File: src/sv/dht_pkg.sv
// Shared types, codes and hash helpers for the double hash table unit.
// No dependencies; the files that use it refer to it by scoped names.
package dht_pkg;

  localparam int OPCODE_W   = 2;
  localparam int KEY_W      = 31;
  localparam int STATUS_W   = 2;
  localparam int SLOT_IDX_W = 4;
  localparam int MARK_W     = 2;
  localparam int NSUM_W     = 7;

  localparam logic [OPCODE_W-1:0] OP_INSERT = 2'd0;
  localparam logic [OPCODE_W-1:0] OP_FIND   = 2'd1;
  localparam logic [OPCODE_W-1:0] OP_DELETE = 2'd2;

  localparam logic [STATUS_W-1:0] ST_OK      = 2'd0;
  localparam logic [STATUS_W-1:0] ST_MISSING = 2'd1;
  localparam logic [STATUS_W-1:0] ST_FULL    = 2'd2;

  localparam logic [MARK_W-1:0] MARK_EMPTY = 2'd0;
  localparam logic [MARK_W-1:0] MARK_USED  = 2'd1;
  localparam logic [MARK_W-1:0] MARK_GONE  = 2'd2;

  typedef struct packed {
    logic load;
    logic hash;
    logic seed;
    logic probe;
    logic emit;
  } ctrl_cmd_t;

  typedef struct packed {
    logic done;
    logic out_free;
  } dp_stat_t;

  // 16 == 1 mod 5, so the nibble sum keeps the key's residue mod 5
  function automatic logic [NSUM_W-1:0] nibble_sum(input logic [KEY_W-1:0] key);
    logic [KEY_W:0]      k;
    logic [NSUM_W-1:0]   s;
    k = {1'b0, key};
    s = '0;
    for (int i = 0; i < (KEY_W + 1) / 4; i++) begin
      s = s + NSUM_W'(k[i*4 +: 4]);
    end
    return s;
  endfunction

  function automatic logic [2:0] mod5_small(input logic [NSUM_W-1:0] s);
    logic [4:0] t;
    t = 5'(s[NSUM_W-1:4]) + 5'(s[3:0]);
    if (t >= 5'd20) t = t - 5'd20;
    if (t >= 5'd10) t = t - 5'd10;
    if (t >= 5'd5)  t = t - 5'd5;
    return t[2:0];
  endfunction

endpackage

File: src/sv/dht_if.sv
// Request and result channel interfaces of the double hash table unit.
// Depends on dht_pkg for field widths.
interface dht_in_if;
  logic                          valid;
  logic                          ready;
  logic [dht_pkg::OPCODE_W-1:0]  opcode;
  logic [dht_pkg::KEY_W-1:0]     key;

  modport source (output valid, output opcode, output key, input ready);
  modport sink   (input valid, input opcode, input key, output ready);
endinterface

interface dht_out_if;
  logic                            valid;
  logic                            ready;
  logic [dht_pkg::STATUS_W-1:0]    status;
  logic [dht_pkg::SLOT_IDX_W-1:0]  slot_index;

  modport source (output valid, output status, output slot_index, input ready);
  modport sink   (input valid, input status, input slot_index, output ready);
endinterface

File: src/sv/double_hash_table_unit.sv
// Top level of the double hash table unit: controller plus datapath.
// Depends on dht_pkg, dht_in_if/dht_out_if, dht_ctrl and dht_datapath.
//
// Open-addressing hash table of TABLE_SIZE slots with double hashing: home
// slot key mod 10, step 3 + key mod 5, both reduced mod TABLE_SIZE. Opcodes
// insert, find and delete; every request gives exactly one result with a
// status (done/found, not found, table full) and, on success, the slot it
// touched (zero otherwise). The unit works on one request at a time. A
// request accepted in idle is latched, hashed and seeded, then walks p
// probes (p is 1 to TABLE_SIZE), and its result is emitted once the output
// register is free; the walk does one probe per cycle through the key RAM,
// whose registered read is fetched one probe ahead. The next request is
// taken as soon as the result sits in the output register. Slot marks
// reset to empty at once; there is no clearing pass.
module double_hash_table_unit #(
  parameter int TABLE_SIZE = 10
) (
  input  logic       clk,
  input  logic       rst_n,
  dht_in_if.sink     in_ch,
  dht_out_if.source  out_ch
);

  dht_pkg::ctrl_cmd_t cmd;
  dht_pkg::dp_stat_t  stat;

  dht_ctrl u_ctrl (
    .clk      (clk),
    .rst_n    (rst_n),
    .in_valid (in_ch.valid),
    .in_ready (in_ch.ready),
    .cmd      (cmd),
    .stat     (stat)
  );

  dht_datapath #(
    .TABLE_SIZE (TABLE_SIZE)
  ) u_datapath (
    .clk            (clk),
    .rst_n          (rst_n),
    .cmd            (cmd),
    .stat           (stat),
    .in_opcode      (in_ch.opcode),
    .in_key         (in_ch.key),
    .out_valid      (out_ch.valid),
    .out_ready      (out_ch.ready),
    .out_status     (out_ch.status),
    .out_slot_index (out_ch.slot_index)
  );

endmodule

File: src/sv/dht_ram.sv
// Generic single-write, single-read RAM with registered read data.
// No dependencies.
module dht_ram #(
  parameter int WIDTH = 31,
  parameter int DEPTH = 10
) (
  input  logic                     clk,
  input  logic                     we,
  input  logic [$clog2(DEPTH)-1:0] waddr,
  input  logic [WIDTH-1:0]         wdata,
  input  logic [$clog2(DEPTH)-1:0] raddr,
  output logic [WIDTH-1:0]         rdata
);

  logic [WIDTH-1:0] mem [DEPTH];

  always_ff @(posedge clk) begin
    if (we) begin
      mem[waddr] <= wdata;
    end
    rdata <= mem[raddr];
  end

endmodule

File: src/sv/dht_ctrl.sv
// Sequencer of the double hash table unit: accept, hash, seed, probe walk, emit.
// Depends on dht_pkg for the command and status structs.
module dht_ctrl (
  input  logic                clk,
  input  logic                rst_n,
  input  logic                in_valid,
  output logic                in_ready,
  output dht_pkg::ctrl_cmd_t  cmd,
  input  dht_pkg::dp_stat_t   stat
);

  typedef enum logic [4:0] {
    S_IDLE  = 5'b00001,
    S_HASH  = 5'b00010,
    S_SEED  = 5'b00100,
    S_PROBE = 5'b01000,
    S_EMIT  = 5'b10000
  } state_t;

  state_t state_r, state_nxt;

  assign in_ready = (state_r == S_IDLE);

  always_comb begin
    state_nxt = state_r;
    cmd       = '0;
    case (state_r)
      S_IDLE: begin
        if (in_valid) begin
          cmd.load  = 1'b1;
          state_nxt = S_HASH;
        end
      end
      S_HASH: begin
        cmd.hash  = 1'b1;
        state_nxt = S_SEED;
      end
      S_SEED: begin
        cmd.seed  = 1'b1;
        state_nxt = S_PROBE;
      end
      S_PROBE: begin
        cmd.probe = 1'b1;
        if (stat.done) state_nxt = S_EMIT;
      end
      S_EMIT: begin
        // hold until the result register is free
        if (stat.out_free) begin
          cmd.emit  = 1'b1;
          state_nxt = S_IDLE;
        end
      end
      default: state_nxt = S_IDLE;
    endcase
  end

  always_ff @(posedge clk) begin
    if (!rst_n) begin
      state_r <= S_IDLE;
    end else begin
      state_r <= state_nxt;
    end
  end

endmodule

File: src/sv/dht_datapath.sv
// Datapath of the double hash table unit: hashing, probe walk, slot marks,
// key RAM and result register. Depends on dht_pkg and dht_ram.
module dht_datapath #(
  parameter int TABLE_SIZE = 10
) (
  input  logic                              clk,
  input  logic                              rst_n,
  input  dht_pkg::ctrl_cmd_t                cmd,
  output dht_pkg::dp_stat_t                 stat,
  input  logic [dht_pkg::OPCODE_W-1:0]      in_opcode,
  input  logic [dht_pkg::KEY_W-1:0]         in_key,
  output logic                              out_valid,
  input  logic                              out_ready,
  output logic [dht_pkg::STATUS_W-1:0]      out_status,
  output logic [dht_pkg::SLOT_IDX_W-1:0]    out_slot_index
);

  localparam int SW = $clog2(TABLE_SIZE);
  localparam int AW = SW + 1;
  localparam logic [AW-1:0] SIZE_A = AW'(TABLE_SIZE);
  localparam logic [SW-1:0] LAST_PROBE = SW'(TABLE_SIZE - 1);

  logic [dht_pkg::OPCODE_W-1:0]   op_r;
  logic [dht_pkg::KEY_W-1:0]      key_r;
  logic [dht_pkg::NSUM_W-1:0]     sum_r;
  logic [SW-1:0]                  step_r;
  logic [SW-1:0]                  cur_slot_r;
  logic [SW-1:0]                  cnt_r;
  logic [dht_pkg::MARK_W-1:0]     mark_q_r;
  logic [dht_pkg::MARK_W-1:0]     marks_r [TABLE_SIZE];
  logic [dht_pkg::STATUS_W-1:0]   res_status_r;
  logic [SW-1:0]                  res_slot_r;
  logic                           out_valid_r;
  logic [dht_pkg::STATUS_W-1:0]   out_status_r;
  logic [dht_pkg::SLOT_IDX_W-1:0] out_slot_r;

  logic [dht_pkg::KEY_W-1:0]      key_q;
  logic [2:0]                     r5;
  logic [3:0]                     h1, h2;
  logic [AW-1:0]                  h1_a, h2_a, next_a;
  logic [SW-1:0]                  slot0, step0, next_slot, rd_slot;
  logic                           done;
  logic [dht_pkg::STATUS_W-1:0]   dec_status;
  logic                           key_we, mark_we;
  logic [dht_pkg::MARK_W-1:0]     mark_wval;
  logic                           key_hit;

  // home slot and step from the key residue mod 5 and the key's parity
  assign r5     = dht_pkg::mod5_small(sum_r);
  assign h1     = (r5[0] == key_r[0]) ? {1'b0, r5} : {1'b0, r5} + 4'd5;
  assign h2     = 4'd3 + {1'b0, r5};
  assign h1_a   = AW'(h1);
  assign h2_a   = AW'(h2);
  assign slot0  = (h1_a >= SIZE_A) ? SW'(h1_a - SIZE_A) : SW'(h1_a);
  assign step0  = (h2_a >= SIZE_A) ? SW'(h2_a - SIZE_A) : SW'(h2_a);

  assign next_a    = {1'b0, cur_slot_r} + {1'b0, step_r};
  assign next_slot = (next_a >= SIZE_A) ? SW'(next_a - SIZE_A) : SW'(next_a);
  // fetch the next probe ahead of the decision; drop it if the walk stops
  assign rd_slot   = cmd.seed ? slot0 : next_slot;

  dht_ram #(
    .WIDTH (dht_pkg::KEY_W),
    .DEPTH (TABLE_SIZE)
  ) u_key_ram (
    .clk   (clk),
    .we    (key_we),
    .waddr (cur_slot_r),
    .wdata (key_r),
    .raddr (rd_slot),
    .rdata (key_q)
  );

  assign key_hit = (mark_q_r == dht_pkg::MARK_USED) && (key_q == key_r);

  always_comb begin
    done       = 1'b0;
    dec_status = dht_pkg::ST_MISSING;
    mark_wval  = dht_pkg::MARK_USED;
    mark_we    = 1'b0;
    key_we     = 1'b0;
    case (op_r)
      dht_pkg::OP_INSERT: begin
        if (mark_q_r != dht_pkg::MARK_USED) begin
          done       = 1'b1;
          dec_status = dht_pkg::ST_OK;
          mark_we    = 1'b1;
          key_we     = 1'b1;
        end else if (cnt_r == LAST_PROBE) begin
          done       = 1'b1;
          dec_status = dht_pkg::ST_FULL;
        end
      end
      dht_pkg::OP_FIND, dht_pkg::OP_DELETE: begin
        if (mark_q_r == dht_pkg::MARK_EMPTY) begin
          done = 1'b1;
        end else if (key_hit) begin
          done       = 1'b1;
          dec_status = dht_pkg::ST_OK;
          mark_wval  = dht_pkg::MARK_GONE;
          mark_we    = (op_r == dht_pkg::OP_DELETE);
        end else if (cnt_r == LAST_PROBE) begin
          done = 1'b1;
        end
      end
      default: done = 1'b1;
    endcase
    if (!cmd.probe) begin
      mark_we = 1'b0;
      key_we  = 1'b0;
    end
  end

  assign stat.done     = done;
  assign stat.out_free = !out_valid_r || out_ready;

  always_ff @(posedge clk) begin
    if (cmd.load) begin
      op_r  <= in_opcode;
      key_r <= in_key;
    end
    if (cmd.hash) begin
      sum_r <= dht_pkg::nibble_sum(key_r);
    end
    if (cmd.seed) begin
      step_r <= step0;
      cnt_r  <= '0;
    end else if (cmd.probe) begin
      cnt_r <= cnt_r + 1'b1;
    end
    if (cmd.seed || cmd.probe) begin
      cur_slot_r <= rd_slot;
      mark_q_r   <= marks_r[rd_slot];
    end
    if (cmd.probe && done) begin
      res_status_r <= dec_status;
      res_slot_r   <= (dec_status == dht_pkg::ST_OK) ? cur_slot_r : '0;
    end
    if (cmd.emit) begin
      out_status_r <= res_status_r;
      out_slot_r   <= dht_pkg::SLOT_IDX_W'(res_slot_r);
    end
  end

  always_ff @(posedge clk) begin
    if (!rst_n) begin
      for (int i = 0; i < TABLE_SIZE; i++) begin
        marks_r[i] <= dht_pkg::MARK_EMPTY;
      end
      out_valid_r <= 1'b0;
    end else begin
      if (mark_we) begin
        marks_r[cur_slot_r] <= mark_wval;
      end
      if (cmd.emit) begin
        out_valid_r <= 1'b1;
      end else if (out_ready) begin
        out_valid_r <= 1'b0;
      end
    end
  end

  assign out_valid      = out_valid_r;
  assign out_status     = out_status_r;
  assign out_slot_index = out_slot_r;

endmodule

File: src/flat_wrapper.sv
// flat-port wrapper written by rule: the top's interface ports become plain ports
module double_hash_table_unit_flat 
#(
  parameter int TABLE_SIZE = 10
)
  (clk, rst_n, in_ch_valid, in_ch_opcode, in_ch_key, in_ch_ready, out_ch_valid, out_ch_status, out_ch_slot_index, out_ch_ready);
  dht_in_if in_ch_i ();
  dht_out_if out_ch_i ();
  input  logic clk;
  input  logic rst_n;
  input wire logic [$bits(in_ch_i.valid)-1:0] in_ch_valid;
  input wire logic [$bits(in_ch_i.opcode)-1:0] in_ch_opcode;
  input wire logic [$bits(in_ch_i.key)-1:0] in_ch_key;
  output wire logic [$bits(in_ch_i.ready)-1:0] in_ch_ready;
  output wire logic [$bits(out_ch_i.valid)-1:0] out_ch_valid;
  output wire logic [$bits(out_ch_i.status)-1:0] out_ch_status;
  output wire logic [$bits(out_ch_i.slot_index)-1:0] out_ch_slot_index;
  input wire logic [$bits(out_ch_i.ready)-1:0] out_ch_ready;
  assign in_ch_i.valid = in_ch_valid;
  assign in_ch_i.opcode = in_ch_opcode;
  assign in_ch_i.key = in_ch_key;
  assign in_ch_ready = in_ch_i.ready;
  assign out_ch_valid = out_ch_i.valid;
  assign out_ch_status = out_ch_i.status;
  assign out_ch_slot_index = out_ch_i.slot_index;
  assign out_ch_i.ready = out_ch_ready;
  double_hash_table_unit #(.TABLE_SIZE(TABLE_SIZE)) u_core (.clk(clk), .rst_n(rst_n), .in_ch(in_ch_i), .out_ch(out_ch_i));
endmodule
File: config.mk
export PLATFORM = sky130hd
export DESIGN_NAME = double_hash_table_unit_flat
export DESIGN_NICKNAME = d
export VERILOG_FILES = /design/src/sv/dht_pkg.sv /design/src/sv/dht_if.sv /design/src/sv/double_hash_table_unit.sv /design/src/sv/dht_ram.sv /design/src/sv/dht_ctrl.sv /design/src/sv/dht_datapath.sv /design/src/flat_wrapper.sv
export SDC_FILE = /design/constraint.sdc
export NUM_CORES = 1
export LEC_CHECK = 0
export BUFFER_PORTS_ARGS = -buffer_cell sky130_fd_sc_hd__buf_4
export CAP_MARGIN = 40
export CORE_MARGIN = 5
export CORE_UTILIZATION = 65
export CTS_BUF_LIST = sky130_fd_sc_hd__clkbuf_4
export DETAILED_ROUTE_END_ITERATION = 16
export HOLD_SLACK_MARGIN = 0.08
export PLACE_DENSITY = 0.86
export REMOVE_ABC_BUFFERS = 1
export SYNTH_ARGS = -nofsm -noshare
export SYNTH_HDL_FRONTEND = slang
export SYNTH_SLANG_ARGS = --single-unit
File: constraint.sdc
create_clock -name clk -period 13.56 [get_ports clk]
set_clock_uncertainty 0.1 [all_clocks]
set_input_delay 0.678 -clock clk [delete_from_list [all_inputs] [get_ports clk]]
set_output_delay 0.678 -clock clk [all_outputs]
set_load 0.01 [all_outputs]
Yosys cells after proc, flatten, opt, wreduce, memory -nomap -nowiden --
Memory sizes are Yosys's and may differ from the RTL's. A register that Yosys moved wholly into a read port is not among the register bits. Cells that the tools add are included.
Operators by class: equality and inequality tests 15, magnitude comparators 6, mux-type cells 50, add/subtract/negate cells 18, reduce and logical (&&, ||, !) cells 12
Operators by type and width (number):
- $eq A31 B31 Y1 | 1
- $mux W1 | 28
- $mux W5 | 5
- $pmux W5 S5 | 1
- $mux W4 | 6
- $add A7 B4 Y7 | 3
- $mux W2 | 6
- $sub A4 B4 Y4 const B | 3
- $add A4 B4 Y5 | 2
- $ge A5 B4 Y1 const B | 2
- $ge A4 B4 Y1 const B | 2
- $add A6 B4 Y7 | 1
- $add A7 B3 Y7 | 1
- $add A5 B4 Y6 | 1
- $logic_not A2 Y1 | 3
- $add A3 B4 Y5 | 1
- $eq A5 B1 Y1 const B | 1
- $eq A5 B2 Y1 const B | 1
- $eq A5 B3 Y1 const B | 1
- $eq A5 B4 Y1 const B | 1
- $eq A5 B5 Y1 const B | 1
- $ge A5 B3 Y1 const B | 1
- $ge A5 B5 Y1 const B | 1
- $sub A5 B4 Y5 const B | 1
- other kinds (20) | 27
Word-level totals: logic and storage cells 115, bits in registers 70, memories kept 2, bits of input ports 37, RAM bits 330
Memory list:
- u_core.u_datapath.u_key_ram.mem | words 10, width 31, rd ports 1, clocked after memory_dff 1, write ports 1, line dht_ram.sv:15 | logic [WIDTH-1:0] mem [DEPTH];
- u_core.u_datapath.marks_r | words 10, width 2, rd ports 1, clocked after memory_dff 1, write ports 10, line dht_datapath.sv:30 | logic [dht_pkg::MARK_W-1:0] marks_r [TABLE_SIZE];

Longest topological paths before layout --
Gate-level depths: netlist of the first run.
word-level depth 12, mapped depth 22, mapped depth without buffers 20

Modules after synthesis --
Synthesis of the first run repeated with hierarchy kept, for this count alone.
Second synthesis, totals: cell total of the unflattened synthesis 1240, area total of the unflattened synthesis 19164.6 um^2
By module, submodules not included:
- dht_ram | area each 12769.7 um^2, sequential area each 9929.5 um^2, cells each 676, times used 1
- dht_datapath | area each 6119.6 um^2, sequential area each 2922.8 um^2, cells each 531, times used 1
- dht_ctrl | area each 275.3 um^2, sequential area each 100.1 um^2, cells each 33, times used 1

Least setup slack after synthesis of the first run --
OpenSTA, ideal clock, no wires.
kind flip-flop to flip-flop, start register u_core.u_datapath.sum_r[0] (netlist name), end register u_core.u_datapath.mark_q_r[1] (netlist name), read port of u_core.u_datapath.marks_r, data pin, path slack 8.928 ns, buffers on the path 2, required time 13.284 ns, data arrival time 4.356 ns, stages on the path, launching flop included 23, clock period less this slack 4.632 ns, path through edfxtp_1 > ha_1 > inv_1 > fa_1 > buf_6 > and2b_1 > o21ai_2 > a22o_1 > or2_2 > or2_2 > ha_1 > inv_1 > nor2_1 > a21oi_1 > ha_1 > inv_1 > nor3b_1 > a211o_1 > clkinv_2 > nand2_2 > buf_2 > a21oi_1 > nor4_1
On the way: word-level cells in the longest chain between the ends 12, elaborated cells on any way between the ends 17
RTL lines:
- start: declaration | line dht_datapath.sv:25 | logic [dht_pkg::NSUM_W-1:0] sum_r;
- start signal: assignment | line dht_datapath.sv:123 | sum_r <= dht_pkg::nibble_sum(key_r);
- $add A3 B4 Y5 (*) | line dht_pkg.sv:51 | t = 5'(s[NSUM_W-1:4]) + 5'(s[3:0]);
- $sub A5 B5 Y5 / $ge A5 B5 Y1 (equally long branches) | line dht_pkg.sv:52 | if (t >= 5'd20) t = t - 5'd20;
- $mux W5 (*) | line dht_pkg.sv:52
- $sub A5 B4 Y5 / $ge A5 B4 Y1 (equally long branches) | line dht_pkg.sv:53 | if (t >= 5'd10) t = t - 5'd10;
- $mux W5 (*) | line dht_pkg.sv:53
- $ge A5 B3 Y1 / $sub A3 B3 Y3 (equally long branches) | line dht_pkg.sv:54 | if (t >= 5'd5) t = t - 5'd5;
- $mux W3 (*) | line dht_pkg.sv:54
- $add A3 B3 Y4 / $eq A1 B1 Y1 (equally long branches) | line dht_datapath.sv:50 | assign h1 = (r5[0] == key_r[0]) ? {1'b0, r5} : {1'b0, r5} + 4'd5;
- $mux W4 (*) | line dht_datapath.sv:50
- $sub A4 B4 Y4 / $ge A4 B4 Y1 (equally long branches) | line dht_datapath.sv:54 | assign slot0 = (h1_a >= SIZE_A) ? SW'(h1_a - SIZE_A) : SW'(h1_a);
- $mux W4 (*) | line dht_datapath.sv:54
- $mux W4 (*) | line dht_datapath.sv:60 | assign rd_slot = cmd.seed ? slot0 : next_slot;
- via u_core.u_datapath.rd_slot[2] | line dht_datapath.sv:41 | logic [SW-1:0] slot0, step0, next_slot, rd_slot;
- end: declaration | line dht_datapath.sv:29 | logic [dht_pkg::MARK_W-1:0] mark_q_r;
Mark *: on every way through the listed nets, which the timed path passes. The rest lies on a longest branch. A chain may end at the register's enable or synchronous reset.

Final worst setup path of the first run --
start register u_core.u_datapath.sum_r[0] (netlist name), end register u_core.u_datapath.u_key_ram.rdata[0], read port of u_core.u_datapath.u_key_ram.mem
On the way: word-level cells in the longest chain between the ends 12, elaborated cells on any way between the ends 17
RTL lines:
- $add A3 B4 Y5 (*) | line dht_pkg.sv:51
- $sub A5 B5 Y5 / $ge A5 B5 Y1 (equally long branches) | line dht_pkg.sv:52
- $mux W5 (*) | line dht_pkg.sv:52
- $sub A5 B4 Y5 / $ge A5 B4 Y1 (equally long branches) | line dht_pkg.sv:53
- $mux W5 (*) | line dht_pkg.sv:53
- $ge A5 B3 Y1 / $sub A3 B3 Y3 (equally long branches) | line dht_pkg.sv:54
- $mux W3 (*) | line dht_pkg.sv:54
- $add A3 B3 Y4 / $eq A1 B1 Y1 (equally long branches) | line dht_datapath.sv:50
- $mux W4 (*) | line dht_datapath.sv:50
- $sub A4 B4 Y4 / $ge A4 B4 Y1 (equally long branches) | line dht_datapath.sv:54
- $mux W4 (*) | line dht_datapath.sv:54
- $mux W4 (*) | line dht_datapath.sv:60
- end: declaration | line dht_ram.sv:12 | output logic [WIDTH-1:0] rdata
Every way passes the cells marked *; elsewhere a longest branch is shown, timed or not.

==> flow_summary.rst, run 1 <==
.. list-table::
   :header-rows: 1

   * - Metric
     - Value
   * - Outcome
     - finished clean
   * - Number of buffer cells added on primary ports
     - 44
   * - Max-slew violation total from the final report
     - 0
   * - Register area share after synthesis
     - 64.8%
   * - Initial core utilization
     - 65.5%
   * - Worst path bufs/invs
     - 5
   * - Number of clock sinks seen by CTS
     - 445
   * - Area of the mapped netlist
     - 20000 sq um
   * - Crit Reg-Reg Startpoint
     - u_core.u_datapath.sum_r[0]$_DFFE_PP_
   * - Kind of end point of the critical path
     - flop
   * - Final Worst Setup Slack
     - 6.89 ns
   * - Clock insertion delay at the later pin of the skew report
     - 0.82 ns
   * - Remaining Overflow, GRT
     - 0
   * - Clk root buf
     - clkbuf_4
   * - Distinct cell type count of the synthesized netlist
     - 79
   * - WHS Path Cells
     - 3
   * - Clock-pin slew on the worst setup and hold paths
     - 0.07 ns
   * - Summed negative setup slack over all endpoints
     - 0 ns
   * - Main area contributors after synthesis
     - edfxtp_1 (61%), dfxtp_1 (4.1%), fa_1 (2.4%), and3_1 (2.2%), a2111oi_2 (2.2%)
   * - Per-cell via count in the routed design
     - 7.01
   * - Worst hold-check path type
     - input pin to flop
   * - Most area-hungry cell type in the Yosys netlist
     - edfxtp_1
   * - Commonest cells after routing, fill and taps aside
     - edfxtp_1 (404), clkbuf_4 (164), nand2_1 (107)
   * - Setup Crit Path Kind
     - flop to flop
   * - Worst setup timing slack at the placement stage
     - 7.06 ns
   * - Max transition margin
     - 34.0%
   * - Shortest period the worst path allows
     - 6.67 ns
   * - All-Layer GR Usage
     - 32.8%
   * - Gp weighted congestion
     - 0.836
   * - Worst flop-to-flop path endpoint
     - u_core.u_datapath.u_key_ram.rdata[0]$_DFF_P_
   * - Async set or reset register ratio after synthesis
     - 0%
   * - RSZ-0062 raised after global routing
     - false
   * - Number of antenna violations at the first check in global routing
     - 2
   * - CP delay by family, top
     - buffers and inverters
   * - Detailed-route wire length
     - 56.2 mm
   * - Critical path arrival
     - 7.22 ns
   * - Number of levels in the clock H-tree
     - 3
   * - Hold path start
     - out_ch_ready
   * - Count of endpoints failing setup in the final report
     - 0
   * - Measured slew at the worst slew-check pin
     - 0.989 ns
   * - Layout cell share with drive strength beyond 1
     - 19.1%
   * - Post-Layout Inst Area
     - 22700 sq um
   * - Vias in the first global route
     - 15.2k
   * - Largest net degree at the start of global routing
     - 69
   * - Global-route wire length before repair
     - 85.8 mm
   * - Number of iterations in the first detailed-routing pass
     - 6
   * - Final Hold Violating Endpoints
     - 0
   * - Hpwl dp
     - 30.5 mm
   * - Maximum achievable frequency
     - 0.150 GHz
   * - Total Nets Final
     - 1713
   * - Die width
     - 185 um
   * - Count of cells along the worst register-to-register path
     - 19
   * - Die Outline Area
     - 34400 sq um
   * - Syn_area_per_cell
     - 13.3 sq um
   * - Top cell type's share of synthesized area
     - 60.7%
   * - Number of design-rule violations left by the first detailed-router iteration
     - 2019
   * - Placed standard-cell area
     - 20900 sq um
   * - Leakage dissipation
     - 7.98 nW
   * - Die height
     - 185 um
   * - Number of synthesized flops with an enable pin
     - 404
   * - Clock tree from TritonCTS
     - done
   * - Cell type of the slowest stage on the worst timing path
     - fa_1
   * - Flops & latches, synth
     - 445
   * - Maximum single-stage delay on the critical path
     - 0.89 ns
   * - Min Hold Slack
     - 0.135 ns
   * - Period Utilization, post-route
     - 49.2%
   * - IR Drop Worst-Case VDD
     - 0.110 mV
   * - Cell occurring most often along the worst timing path
     - buf_4
   * - Clock buffers created by TritonCTS
     - 105
   * - Post-DR wirelength/cell
     - 26.6 um
   * - CTS max path bufs
     - 3
   * - Post-route DRC
     - 0
   * - Most common cell after layout, fill and taps aside
     - edfxtp_1
   * - Area of the placeable core
     - 30500 sq um
   * - Maximum Capacitance Violations
     - 0
   * - Critical path peak fanout
     - 62
   * - Total number of vias
     - 14.8k
   * - Crit path required time
     - 14.11 ns
   * - Worst reg-to-reg setup slack
     - 6.89 ns
   * - Startpoint class of the critical path
     - flop
   * - Cell Rows
     - 64
   * - Worst-path cell chain
     - ha_1 -> inv_1 -> fa_1 -> inv_1 -> o21ai_0 -> a21boi_0 -> or2_2 -> or2_2 -> ha_1 -> nor2_1 -> o21a_1 -> a211oi_4 -> buf_4 -> a21oi_4 -> buf_4 -> nor3_4 -> buf_4 -> a221oi_1 -> a211oi_1
   * - Leading register cell type out of synthesis
     - edfxtp_1
   * - Number of nets with antenna violations after detailed routing
     - 0
   * - Syn Inst Count
     - 1508
   * - Total of cells resized after clock tree synthesis
     - 0
   * - Worst hold path endpoint
     - u_core.u_datapath.out_valid$_SDFFE_PN0P_
   * - Total power density per cell area
     - 143 nW/um^2
   * - Boundary Pins
     - 45
   * - Layout Area Growth over Synthesis
     - 13.6%
   * - Count of warnings emitted by yosys
     - 0
## synth_stat cells, types with 8 or more instances
| cell | number |
|---|---|
| fa_1 | 24 |
| dfxtp_1 | 41 |
| a31oi_1 | 34 |
| a2111oi_2 | 29 |
| o211ai_1 | 36 |
| buf_2 | 27 |
| a221oi_1 | 31 |
| inv_1 | 47 |
| a211oi_1 | 44 |
| mux2i_1 | 8 |
| o21ai_0 | 54 |
| a21o_1 | 35 |
| xor2_1 | 26 |
| nand4_1 | 37 |
| and2_1 | 33 |
| and3_1 | 71 |
| nor3_1 | 14 |
| edfxtp_1 | 404 |
| nor2b_1 | 12 |
| nand2_1 | 108 |
| ha_1 | 24 |
| nor4_1 | 11 |
| xnor2_1 | 15 |
| nor2_1 | 68 |
| clkbuf_1 | 61 |
| a21oi_1 | 51 |
| nand3_1 | 57 |
## registers in the layout, summed over array words and instances (netlist names)
register and cells:
u_core.u_datapath.res_slot_r 4, u_core.u_datapath.out_status 2, u_core.u_datapath.marks_r 32, u_core.u_datapath.res_status_r 2, u_core.u_datapath.step_r 4, u_core.u_datapath.sum_r 7, u_core.u_datapath.key_r 31, u_core.u_datapath.out_slot_index 4
u_core.u_datapath.u_key_ram.rdata 31, u_core.u_datapath.out_valid 1, u_core.u_datapath.cur_slot_r 4, u_core.u_datapath.op_r 2, u_core.u_datapath.u_key_ram.mem 310, u_core.u_ctrl.state_r 5, u_core.u_datapath.mark_q_r 2, u_core.u_datapath.cnt_r 4
## logic make-up (layout without fill, tap and decap cells)
| logic type | count (synthesis) | after routing | share of synthesized area [%] |
|---|---|---|---|
| adders and majority gates | 48 | 48 | 3.91 |
| DFF | 445 | 445 | 64.8 |
| muxes | 10 | 10 | 0.513 |
| buffers and inverters | 150 | 360 | 3.14 |
| and+or+nand+nor | 444 | 444 | 11.4 |
| AOI/OAI and AO/OA | 368 | 368 | 14.3 |
| other | 1 | 2 | 0.0188 |
| xor gates and xnor gates | 42 | 42 | 1.93 |
## worst max-delay path by stage
stage	from	end	slack [ns]	cells past startpoint
floorplan	u_core.u_datapath.cur_slot_r[0]$_DFFE_PN_	u_core.u_datapath.u_key_ram.rdata[0]$_DFF_P_	6.28	12
global placement	u_core.u_datapath.sum_r[0]$_DFFE_PP_	u_core.u_datapath.u_key_ram.rdata[30]$_DFF_P_	7.39	18
detailed placement	u_core.u_datapath.sum_r[0]$_DFFE_PP_	u_core.u_datapath.u_key_ram.rdata[10]$_DFF_P_	7.06	19
CTS	u_core.u_datapath.sum_r[0]$_DFFE_PP_	u_core.u_datapath.u_key_ram.rdata[0]$_DFF_P_	7.12	19
global route	u_core.u_datapath.sum_r[0]$_DFFE_PP_	u_core.u_datapath.u_key_ram.rdata[0]$_DFF_P_	6.63	19
finish	u_core.u_datapath.sum_r[0]$_DFFE_PP_	u_core.u_datapath.u_key_ram.rdata[0]$_DFF_P_	6.89	19
## per-stage QoR
step / util, % / total power, mW / std cells
floorplan: - / 1.92 / 1409
global placement: 67.7 / 2.06 / 1870
detailed placement: 68.6 / 2.09 / 1882
CTS: 74.4 / 3.21 / 2114
global route: 74.4 / 3.36 / 2115
finish: 74.4 / 3.25 / 2115
## per-layer routing
metal  routed length (um)  share of wire [%]  track usage (%)
met5                    0                  0                0
met3                 7040                 13             7.05
met2                27000                 48             53.0
met4                 3180                5.7             18.0
met1                19000                 34             41.7
## power by group
group	total, mW	leakage [nW]	internal, mW	switching [mW]
sequential	1.58	4.01	1.54	0.0386
combinational	0.517	3.12	0.188	0.329
clock	1.15	0.851	0.592	0.559
total	3.25	7.98	2.32	0.927
## area by class of cell
type                            count  area (sq um)
Sequential cell                   445         13000
Antenna cell                        1          2.50
Multi-Input combinational cell    913          6520
Tap cell                          396           495
Clock inverter                     33           200
Fill cell                        1663          7810
Clock buffer                      164          1230
Timing Repair Buffer              112          1100
Inverter                           51           194
## tightest hold or removal path, stage by stage
cell	delay (ns)
buf_4	0.08
nand2b_1	0.14
a21oi_1	0.09
## timing repair
item | 4_1_cts | 5_1_grt
hold buffers | 35 | 0
buffers inserted | 0 | 0
endpoints found under the hold margin | 35 | 0
Power figures use the tool's default switching activity.
==> run 2, diff against run 1 <==
ABC_AREA = 1   (was default)
CORE_UTILIZATION = 59   (was 65)
PLACE_DENSITY = 0.83   (was 0.86)
clock period = 5.8 ns   (was 13.56 ns; I/O delays follow)
==> run 2 against run 1 <==
Effect of this change:
- global-route usage fell by 7.9 points
- maximum frequency rose by 41%
- via count fell by 9.3%
- register-to-register slack got worse by 5.8 ns
- first-iteration DRC count fell by 36%
- total power rose to 2.7 times the previous value
==> flow_summary.rst, run 2 <==
.. list-table::
   :header-rows: 1

   * - Metric
     - Value
   * - Most flop-heavy register
     - u_core.u_datapath.u_key_ram.mem
   * - Hpwl dp
     - 25.3 mm (-17%)
   * - Clock insertion delay at the later pin of the skew report
     - 0.80 ns (-0.02 ns)
   * - Distinct cell type count of the synthesized netlist
     - 44 (-44%)
   * - All-Layer GR Usage
     - 24.9% (-7.9 points)
   * - Main area contributors after synthesis
     - edfxtp_1 (63%), nand2_1 (13%), dfxtp_1 (4.2%), mux2i_1 (3.6%), nand3_1 (3.6%)
   * - Largest net degree at the start of global routing
     - 172 (+150%)
   * - List of most frequent post-synthesis cells
     - nand2_1 (670), edfxtp_1 (404), nand3_1 (140)
   * - Vias in the first global route
     - 13.9k (-8.4%)
   * - Global-route wire length before repair
     - 70.8 mm (-17%)
   * - Launch point of the critical path
     - u_core.u_datapath.sum_r[4]$_DFFE_PP_
   * - Critical path arrival
     - 5.33 ns (-1.89 ns)
   * - Remaining Overflow, GRT
     - 0 (unchanged)
   * - Layout Area Growth over Synthesis
     - 15.8%
   * - Number of nets with antenna violations after detailed routing
     - 0 (unchanged)
   * - Startpoint class of the critical path
     - flop
   * - Max-slew violation total from the final report
     - 0 (unchanged)
   * - Crit Reg-Reg Startpoint
     - u_core.u_datapath.sum_r[4]$_DFFE_PP_
   * - Async set or reset register ratio after synthesis
     - 0% (unchanged)
   * - Total setup buffers inserted after CTS
     - 0 (unchanged)
   * - Number of iterations in the first detailed-routing pass
     - 5 (-1)
   * - Setup Crit Path Kind
     - flop to flop
   * - Number of synthesized flops with an enable pin
     - 404 (unchanged)
   * - Cell type of the slowest stage on the worst timing path
     - buf_4
   * - Number of levels in the clock H-tree
     - 3 (unchanged)
   * - Sw power
     - 2.80 mW (+200%)
   * - Largest register FFs
     - 310 (unchanged)
   * - Total Nets Final
     - 1990 (+16%)
   * - Syn Inst Count
     - 1728 (+15%)
   * - IR Drop Worst-Case VDD
     - 0.265 mV (+140%)
   * - Critical path peak fanout
     - 70 (+13%)
   * - Clock buffers created by TritonCTS
     - 108 (+2.9%)
   * - Period Utilization, post-route
     - 81.6% (+32 points)
   * - Kind of end point of the critical path
     - flop
   * - Flops & latches, synth
     - 445 (unchanged)
   * - Shortest period the worst path allows
     - 4.73 ns (-1.93 ns)
   * - Summed negative setup slack over all endpoints
     - 0 ns (unchanged)
   * - Gp weighted congestion
     - 0.902 (+7.9%)
   * - Cell occurring most often along the worst timing path
     - nand2_1
   * - Number of antenna violations at the first check in global routing
     - 2 (unchanged)
   * - Total of cells resized after clock tree synthesis
     - 0 (unchanged)
   * - CTS max path bufs
     - 3 (unchanged)
   * - Count of endpoints failing setup in the final report
     - 0 (unchanged)
   * - Clock-pin slew on the worst setup and hold paths
     - 0.07 ns (about the same)
   * - Maximum achievable frequency
     - 0.211 GHz (+41%)
   * - Most area-hungry cell type in the Yosys netlist
     - edfxtp_1
   * - Outcome
     - finished clean
   * - Maximum Capacitance Violations
     - 0 (unchanged)
   * - Total number of vias
     - 13.4k (-9.3%)
   * - Power, Total
     - 8.87 mW (+170%)
   * - Layout cell share with drive strength beyond 1
     - 14.4% (-4.7 points)
   * - Clk root buf
     - clkbuf_4
   * - Max transition margin
     - 16.8% (-17 points)
   * - Register area share after synthesis
     - 66.9% (+2.1 points)
   * - Post-route DRC
     - 0 (unchanged)
   * - Area of the mapped netlist
     - 19400 sq um (-3.1%)
   * - Top cell type's share of synthesized area
     - 62.7% (+2.0 points)
   * - Boundary Pins
     - 45 (unchanged)
   * - Post-DR wirelength/cell
     - 18.3 um (-31%)
   * - Worst hold-check path type
     - input pin to flop
   * - Final cell utilization of the core
     - 69.1% (-5.3 points)
   * - Per-cell via count in the routed design
     - 5.51 (-21%)
   * - Total power density per cell area
     - 396 nW/um^2 (+180%)
   * - Maximum single-stage delay on the critical path
     - 0.74 ns (-0.15 ns)
   * - Crit path required time
     - 6.39 ns (-7.72 ns)
   * - Initial core utilization
     - 59.7% (-5.9 points)
   * - Hold path start
     - in_ch_key[20]
   * - Cell Rows
     - 66 (+3.1%)
   * - Die width
     - 191 um (+3.1%)
   * - Area of the placeable core
     - 32500 sq um (+6.4%)
   * - Reg power frac
     - 44.6% (-4.0 points)
   * - Regs by FF count
     - u_core.u_datapath.u_key_ram.mem x310, u_core.u_datapath.marks_r x32
   * - Number of clock sinks seen by CTS
     - 445 (unchanged)
   * - Leakage dissipation
     - 9.36 nW (+17%)
   * - Die height
     - 191 um (+3.1%)
   * - Switching share of power
     - 31.6% (+3.0 points)
   * - Combinational fraction of design power
     - 24.8% (+8.9 points)
   * - Syn_area_per_cell
     - 11.2 sq um (-15%)
   * - Measured slew at the worst slew-check pin
     - 1.25 ns (+0.259 ns)
   * - Clock tree from TritonCTS
     - done
   * - Clock network power share
     - 30.6% (-4.8 points)
   * - Number of buffer cells added on primary ports
     - 44 (unchanged)
   * - Most common cell after layout, fill and taps aside
     - nand2_1
   * - Final Hold Violating Endpoints
     - 0 (unchanged)
   * - Count of warnings emitted by yosys
     - 0 (unchanged)
   * - Cell-internal power
     - 6.07 mW (+160%)
   * - Leading register cell type out of synthesis
     - edfxtp_1
   * - Most common cell in the netlist
     - nand2_1
   * - RSZ-0062 raised after global routing
     - false
   * - Commonest cells after routing, fill and taps aside
     - nand2_1 (670), edfxtp_1 (404), clkbuf_4 (169)
   * - Number of design-rule violations left by the first detailed-router iteration
     - 1300 (-36%)
   * - Die Outline Area
     - 36500 sq um (+6.4%)
   * - Detailed-route wire length
     - 44.7 mm (-21%)
-- run 2: cell count changes after synthesis, moves of 35 or more --
cell      before  now
nand2_1      108  670
clkbuf_1      61   25
o21ai_0       54   16
a21oi_1       51   11
a211oi_1      44    3
nand3_1       57  140
and3_1        71    0
mux2i_1        8   70
a21o_1        35    0
inv_1         47  109
-- run 2: layout make-up --
type	count	area, sq um
antenna	2	5.00
clock buffer	169	1270
clock inverter	33	240
fill	2203	10000
inverter	119	448
multi-input combinational	1100	5730
sequential	445	13000
tap	442	553
timing repair buffer	131	1210
-- run 2: per-stage QoR --
stage          worst slack, ns  hold WS, ns  std cells  cell area [sq um]
3_5_place_dp              1.19        0.311       2174              20300
6_report                  1.07        0.126       2441              22400
4_1_cts                   1.09       0.0814       2437              22400
5_1_grt                  0.710       0.0797       2441              22400
3_3_place_gp              1.44        0.302       2169              20200
2_1_floorplan           -16.07        0.275       1664              19000
-- run 2: worst max-delay path, delay by kind of cell (launching register included) --
family / cells / cell delay, ns
compound gates: 1 / 0.27
fa+ha+maj: 3 / 0.93
buf+inv: 7 / 1.23
flops: 1 / 0.33
simple gates: 17 / 1.73
-- run 2: layer usage --
metal  part of all wire, %  vias to the layer above  GRT usage, %  routed length (um)
met5                     0                        -             0                   0
met4                   3.3                        0          10.6                1460
met3                   7.8                      125          4.99                3500
met2                    50                      648          42.8               22400
met1                    39                     6413          30.9               17300
li1                      -                     6256             -                   -
-- run 2: path summary, 6_finish.rpt --
kind | slack, ns | end | depth (start not counted)
worst max-delay path | 1.07 | u_core.u_datapath.u_key_ram.rdata[13]$_DFF_P_ | 28
worst min-delay path | 0.13 | u_core.u_datapath.key_r[20]$_DFFE_PP_ | 2
worst max register to register | 1.07 | u_core.u_datapath.u_key_ram.rdata[13]$_DFF_P_ | 28
worst min register to register | 0.33 | u_core.u_datapath.out_status[0]$_DFFE_PP_ | 0
-- run 2: repair_timing --
item,4_1_cts,5_1_grt
hold buffers,61,2
endpoints found under the setup margin,0,0
endpoints found under the hold margin,67,2
-- run 2: cell families (layout without fill, tap and decap cells) --
logic type	count (synthesis)	after routing	synth area share, %
simple gates	916	916	19.2
flops	445	445	66.9
buf+inv	183	452	3.97
mux	70	70	3.62
compound gates	52	52	1.62
fa+ha+maj	48	48	4.03
xor+xnor	13	13	0.588
other cells	1	3	0.0194
-- run 2: power by group through the flow --
stage | clock network [mW] | logic [mW] | registers (mW)
after floorplan | 0 | 1.65 | 3.95
after global placement | 0 | 1.96 | 4.00
after detailed placement | 0 | 2.13 | 4.01
after CTS | 2.77 | 2.18 | 3.95
after global routing | 2.95 | 2.48 | 3.97
final | 2.71 | 2.20 | 3.95
==> run 3, diff against run 2 <==
CORE_UTILIZATION = 65   (was 59)
PLACE_DENSITY = 0.86   (was 0.83)
clock period = 4.46 ns   (was 5.8 ns; I/O delays follow)
==> run 3 against run 2 <==
Effect of this change:
- sequential cell count is the same
- setup slack lost 0.97 ns
- largest cell class unchanged
- via count grew 5.5%
- register-to-register slack lost 0.97 ns
- clock power grew 23%
- sequential share of layout area shrank 0.65 points
- die area shrank 8.8%
- wire length grew 10%
==> flow_summary.rst, run 3 (synthesis gave the netlist of run 2 again) <==
.. list-table::
   :header-rows: 1

   * - Metric
     - Value
   * - Outcome
     - finished clean
   * - Cell Rows
     - 63 (-4.5%)
   * - Min Hold Slack
     - 0.125 ns (-0.00128 ns)
   * - Total number of vias
     - 14.2k (+5.5%)
   * - Clock-pin slew on the worst setup and hold paths
     - 0.08 ns (about the same)
   * - Kind of end point of the critical path
     - flop
   * - Detailed-route wire length
     - 49.3 mm (+10%)
   * - Post-Layout Inst Area
     - 22700 sq um (+1.1%)
   * - Final instance count without filler cells
     - 2403 (-1.6%)
   * - Commonest cells after routing, fill and taps aside
     - nand2_1 (664), edfxtp_1 (404), clkbuf_4 (153)
   * - IR Drop Worst-Case VDD
     - 0.272 mV (+2.6%)
   * - Clk root buf
     - clkbuf_4
   * - Number of iterations in the first detailed-routing pass
     - 9 (+4)
   * - Clock buffers created by TritonCTS
     - 106 (-1.9%)
   * - Post-route DRC
     - 0 (unchanged)
   * - Setup crit end
     - u_core.u_datapath.u_key_ram.rdata[1]$_DFF_P_
   * - Launch point of the critical path
     - u_core.u_datapath.sum_r[4]$_DFFE_PP_
   * - Post-DR wirelength/cell
     - 20.5 um (+12%)
   * - Regs by FF count
     - u_core.u_datapath.u_key_ram.mem x310, u_core.u_datapath.marks_r x32
   * - Per-cell via count in the routed design
     - 5.90 (+7.2%)
   * - Measured slew at the worst slew-check pin
     - 0.906 ns (-0.342 ns)
   * - Worst hold-check path type
     - input pin to flop
   * - Multi-input logic area
     - 5800 sq um (+1.2%)
   * - Cell type of the slowest stage on the worst timing path
     - edfxtp_1
   * - Die Outline Area
     - 33300 sq um (-8.8%)
   * - Most flop-heavy register
     - u_core.u_datapath.u_key_ram.mem
   * - Count of endpoints failing setup in the final report
     - 0 (unchanged)
   * - Total power density per cell area
     - 515 nW/um^2 (+30%)
   * - Global-route wire length before repair
     - 75.1 mm (+6.2%)
   * - Number of buffer cells added on primary ports
     - 44 (unchanged)
   * - CP delay by family, top
     - simple AND/OR/NAND/NOR gates
   * - Hpwl dp
     - 28.1 mm (+11%)
   * - Remaining Overflow, GRT
     - 0 (unchanged)
   * - Number of clock sinks seen by CTS
     - 445 (unchanged)
   * - Worst flop-to-flop path endpoint
     - u_core.u_datapath.u_key_ram.rdata[1]$_DFF_P_
   * - Fillers
     - 1687 (-23%)
   * - Largest register FFs
     - 310 (unchanged)
   * - Die width
     - 183 um (-4.5%)
   * - Worst reg-to-reg setup slack
     - 0.1 ns (-0.97 ns)
   * - Clock tree from TritonCTS
     - done
   * - All-Layer GR Usage
     - 28.9% (+4.0 points)
   * - Area of the placeable core
     - 29600 sq um (-8.9%)
   * - Maximum single-stage delay on the critical path
     - 0.39 ns (-0.35 ns)
   * - Maximum achievable frequency
     - 0.229 GHz (+8.5%)
   * - Setup Crit Path Kind
     - flop to flop
   * - Final Hold Violating Endpoints
     - 0 (unchanged)
   * - Cell occurring most often along the worst timing path
     - nand2_2
   * - Power, Total
     - 11.7 mW (+32%)
   * - Maximum Capacitance Violations
     - 0 (unchanged)
   * - Startpoint class of the critical path
     - flop
   * - Max transition margin
     - 39.4% (+23 points)
   * - Crit Reg-Reg Startpoint
     - u_core.u_datapath.sum_r[4]$_DFFE_PP_
   * - Shortest period the worst path allows
     - 4.36 ns (-0.370 ns)
   * - Number of nets with antenna violations after detailed routing
     - 0 (unchanged)
   * - Vias in the first global route
     - 14.6k (+5.1%)
   * - Initial core utilization
     - 65.5% (+5.8 points)
   * - Critical path peak fanout
     - 9 (-87%)
   * - Layout cell share with drive strength beyond 1
     - 15.7% (+1.3 points)
   * - Count of cells along the worst register-to-register path
     - 32 (+14%)
   * - Number of cells after detailed placement
     - 2146 (-1.3%)
   * - CTS max path bufs
     - 3 (unchanged)
   * - Clock insertion delay at the later pin of the skew report
     - 0.78 ns (-0.02 ns)
   * - Gp weighted congestion
     - 0.912 (+1.1%)
   * - Most common cell after layout, fill and taps aside
     - nand2_1
   * - Number of design-rule violations left by the first detailed-router iteration
     - 1545 (+19%)
   * - Worst path bufs/invs
     - 8 (+1)
   * - Placed standard-cell area
     - 20500 sq um (+1.3%)
   * - Die height
     - 183 um (-4.5%)
   * - Area used by sequential logic in the layout
     - 13000 sq um (unchanged)
   * - Boundary Pins
     - 45 (unchanged)
   * - Worst path depth
     - 32 (+14%)
   * - Max-slew violation total from the final report
     - 0 (unchanged)
   * - Total Nets Final
     - 2013 (+1.2%)
   * - Crit path required time
     - 4.96 ns (-1.43 ns)
   * - Layout Area Growth over Synthesis
     - 17.1%
   * - Period Utilization, post-route
     - 97.9% (+16 points)
   * - Critical path arrival
     - 4.86 ns (-0.47 ns)
   * - Number of levels in the clock H-tree
     - 3 (unchanged)
   * - Number of antenna violations at the first check in global routing
     - 1 (-1)
   * - Largest net degree at the start of global routing
     - 92 (-47%)
   * - Leakage dissipation
     - 9.48 nW (+1.3%)
[run 3: what timing repair did]
item                                    4_1_cts  5_1_grt
resized for setup                             0       36
hold buffers                                 60        1
buffers inserted                              0        2
endpoints found under the setup margin        0       34
hold endpoints to repair                     73        1
[run 3: routing by layer]
| metal | part of all wire, % | global-route usage, % | up-vias |
|---|---|---|---|
| met4 | 6.1 | 17.2 | 0 |
| li1 | - | - | 6303 |
| met2 | 50 | 48.5 | 950 |
| met5 | 0 | 0 | - |
| met1 | 34 | 34.3 | 6692 |
| met3 | 9.9 | 6.42 | 240 |
[run 3: how the worst min path moves through the flow]
stage,from,cells after the start,endpoint
finish,in_ch_key[20],2,u_core.u_datapath.key_r[20]$_DFFE_PP_
global route,in_ch_key[0],2,u_core.u_datapath.key_r[0]$_DFFE_PP_
CTS,in_ch_key[21],2,u_core.u_datapath.key_r[21]$_DFFE_PP_
detailed placement,in_ch_key[29],1,u_core.u_datapath.key_r[29]$_DFFE_PP_
global placement,in_ch_key[28],1,u_core.u_datapath.key_r[28]$_DFFE_PP_
floorplan,rst_n,1,u_core.u_ctrl.state_r[0]$_SDFFE_PN1P_
[run 3: report_power, final]
| part | switching, mW | total (mW) | internal [mW] |
|---|---|---|---|
| Clock | 1.67 | 3.32 | 1.65 |
| Sequential | 0.203 | 5.12 | 4.91 |
| Combinational | 2.08 | 3.23 | 1.16 |
[run 3: worst register-to-register path: cells and delay by family, from the launching register on]
kind / cells / cell delay (ns)
adder cells (fa/ha/maj): 4 / 1.14
buffers and inverters: 8 / 0.60
flip-flops: 1 / 0.39
AND/OR/NAND/NOR: 20 / 2.02
[run 3: per-stage QoR]
stage / TNS [ns] / setup WS (ns) / util (%)
after CTS: 0 / 0.0630 / 76.1
after global routing: -1.12 / -0.146 / 76.7
final: 0 / 0.0954 / 76.7
after floorplan: -587.66 / -17.41 / -
after detailed placement: 0 / 0.129 / 69.4
after global placement: 0 / 0.478 / 68.7
[run 3: final cells by class]
class                   instances  area share, %
clock buffers                 153           5.07
inverters                     119           2.01
repair buffers                156           7.11
diodes                          1         0.0110
multi-input cells            1100           25.6
well taps                     390           2.15
flip-flops and latches        445           57.1
clock inverters                39          0.927
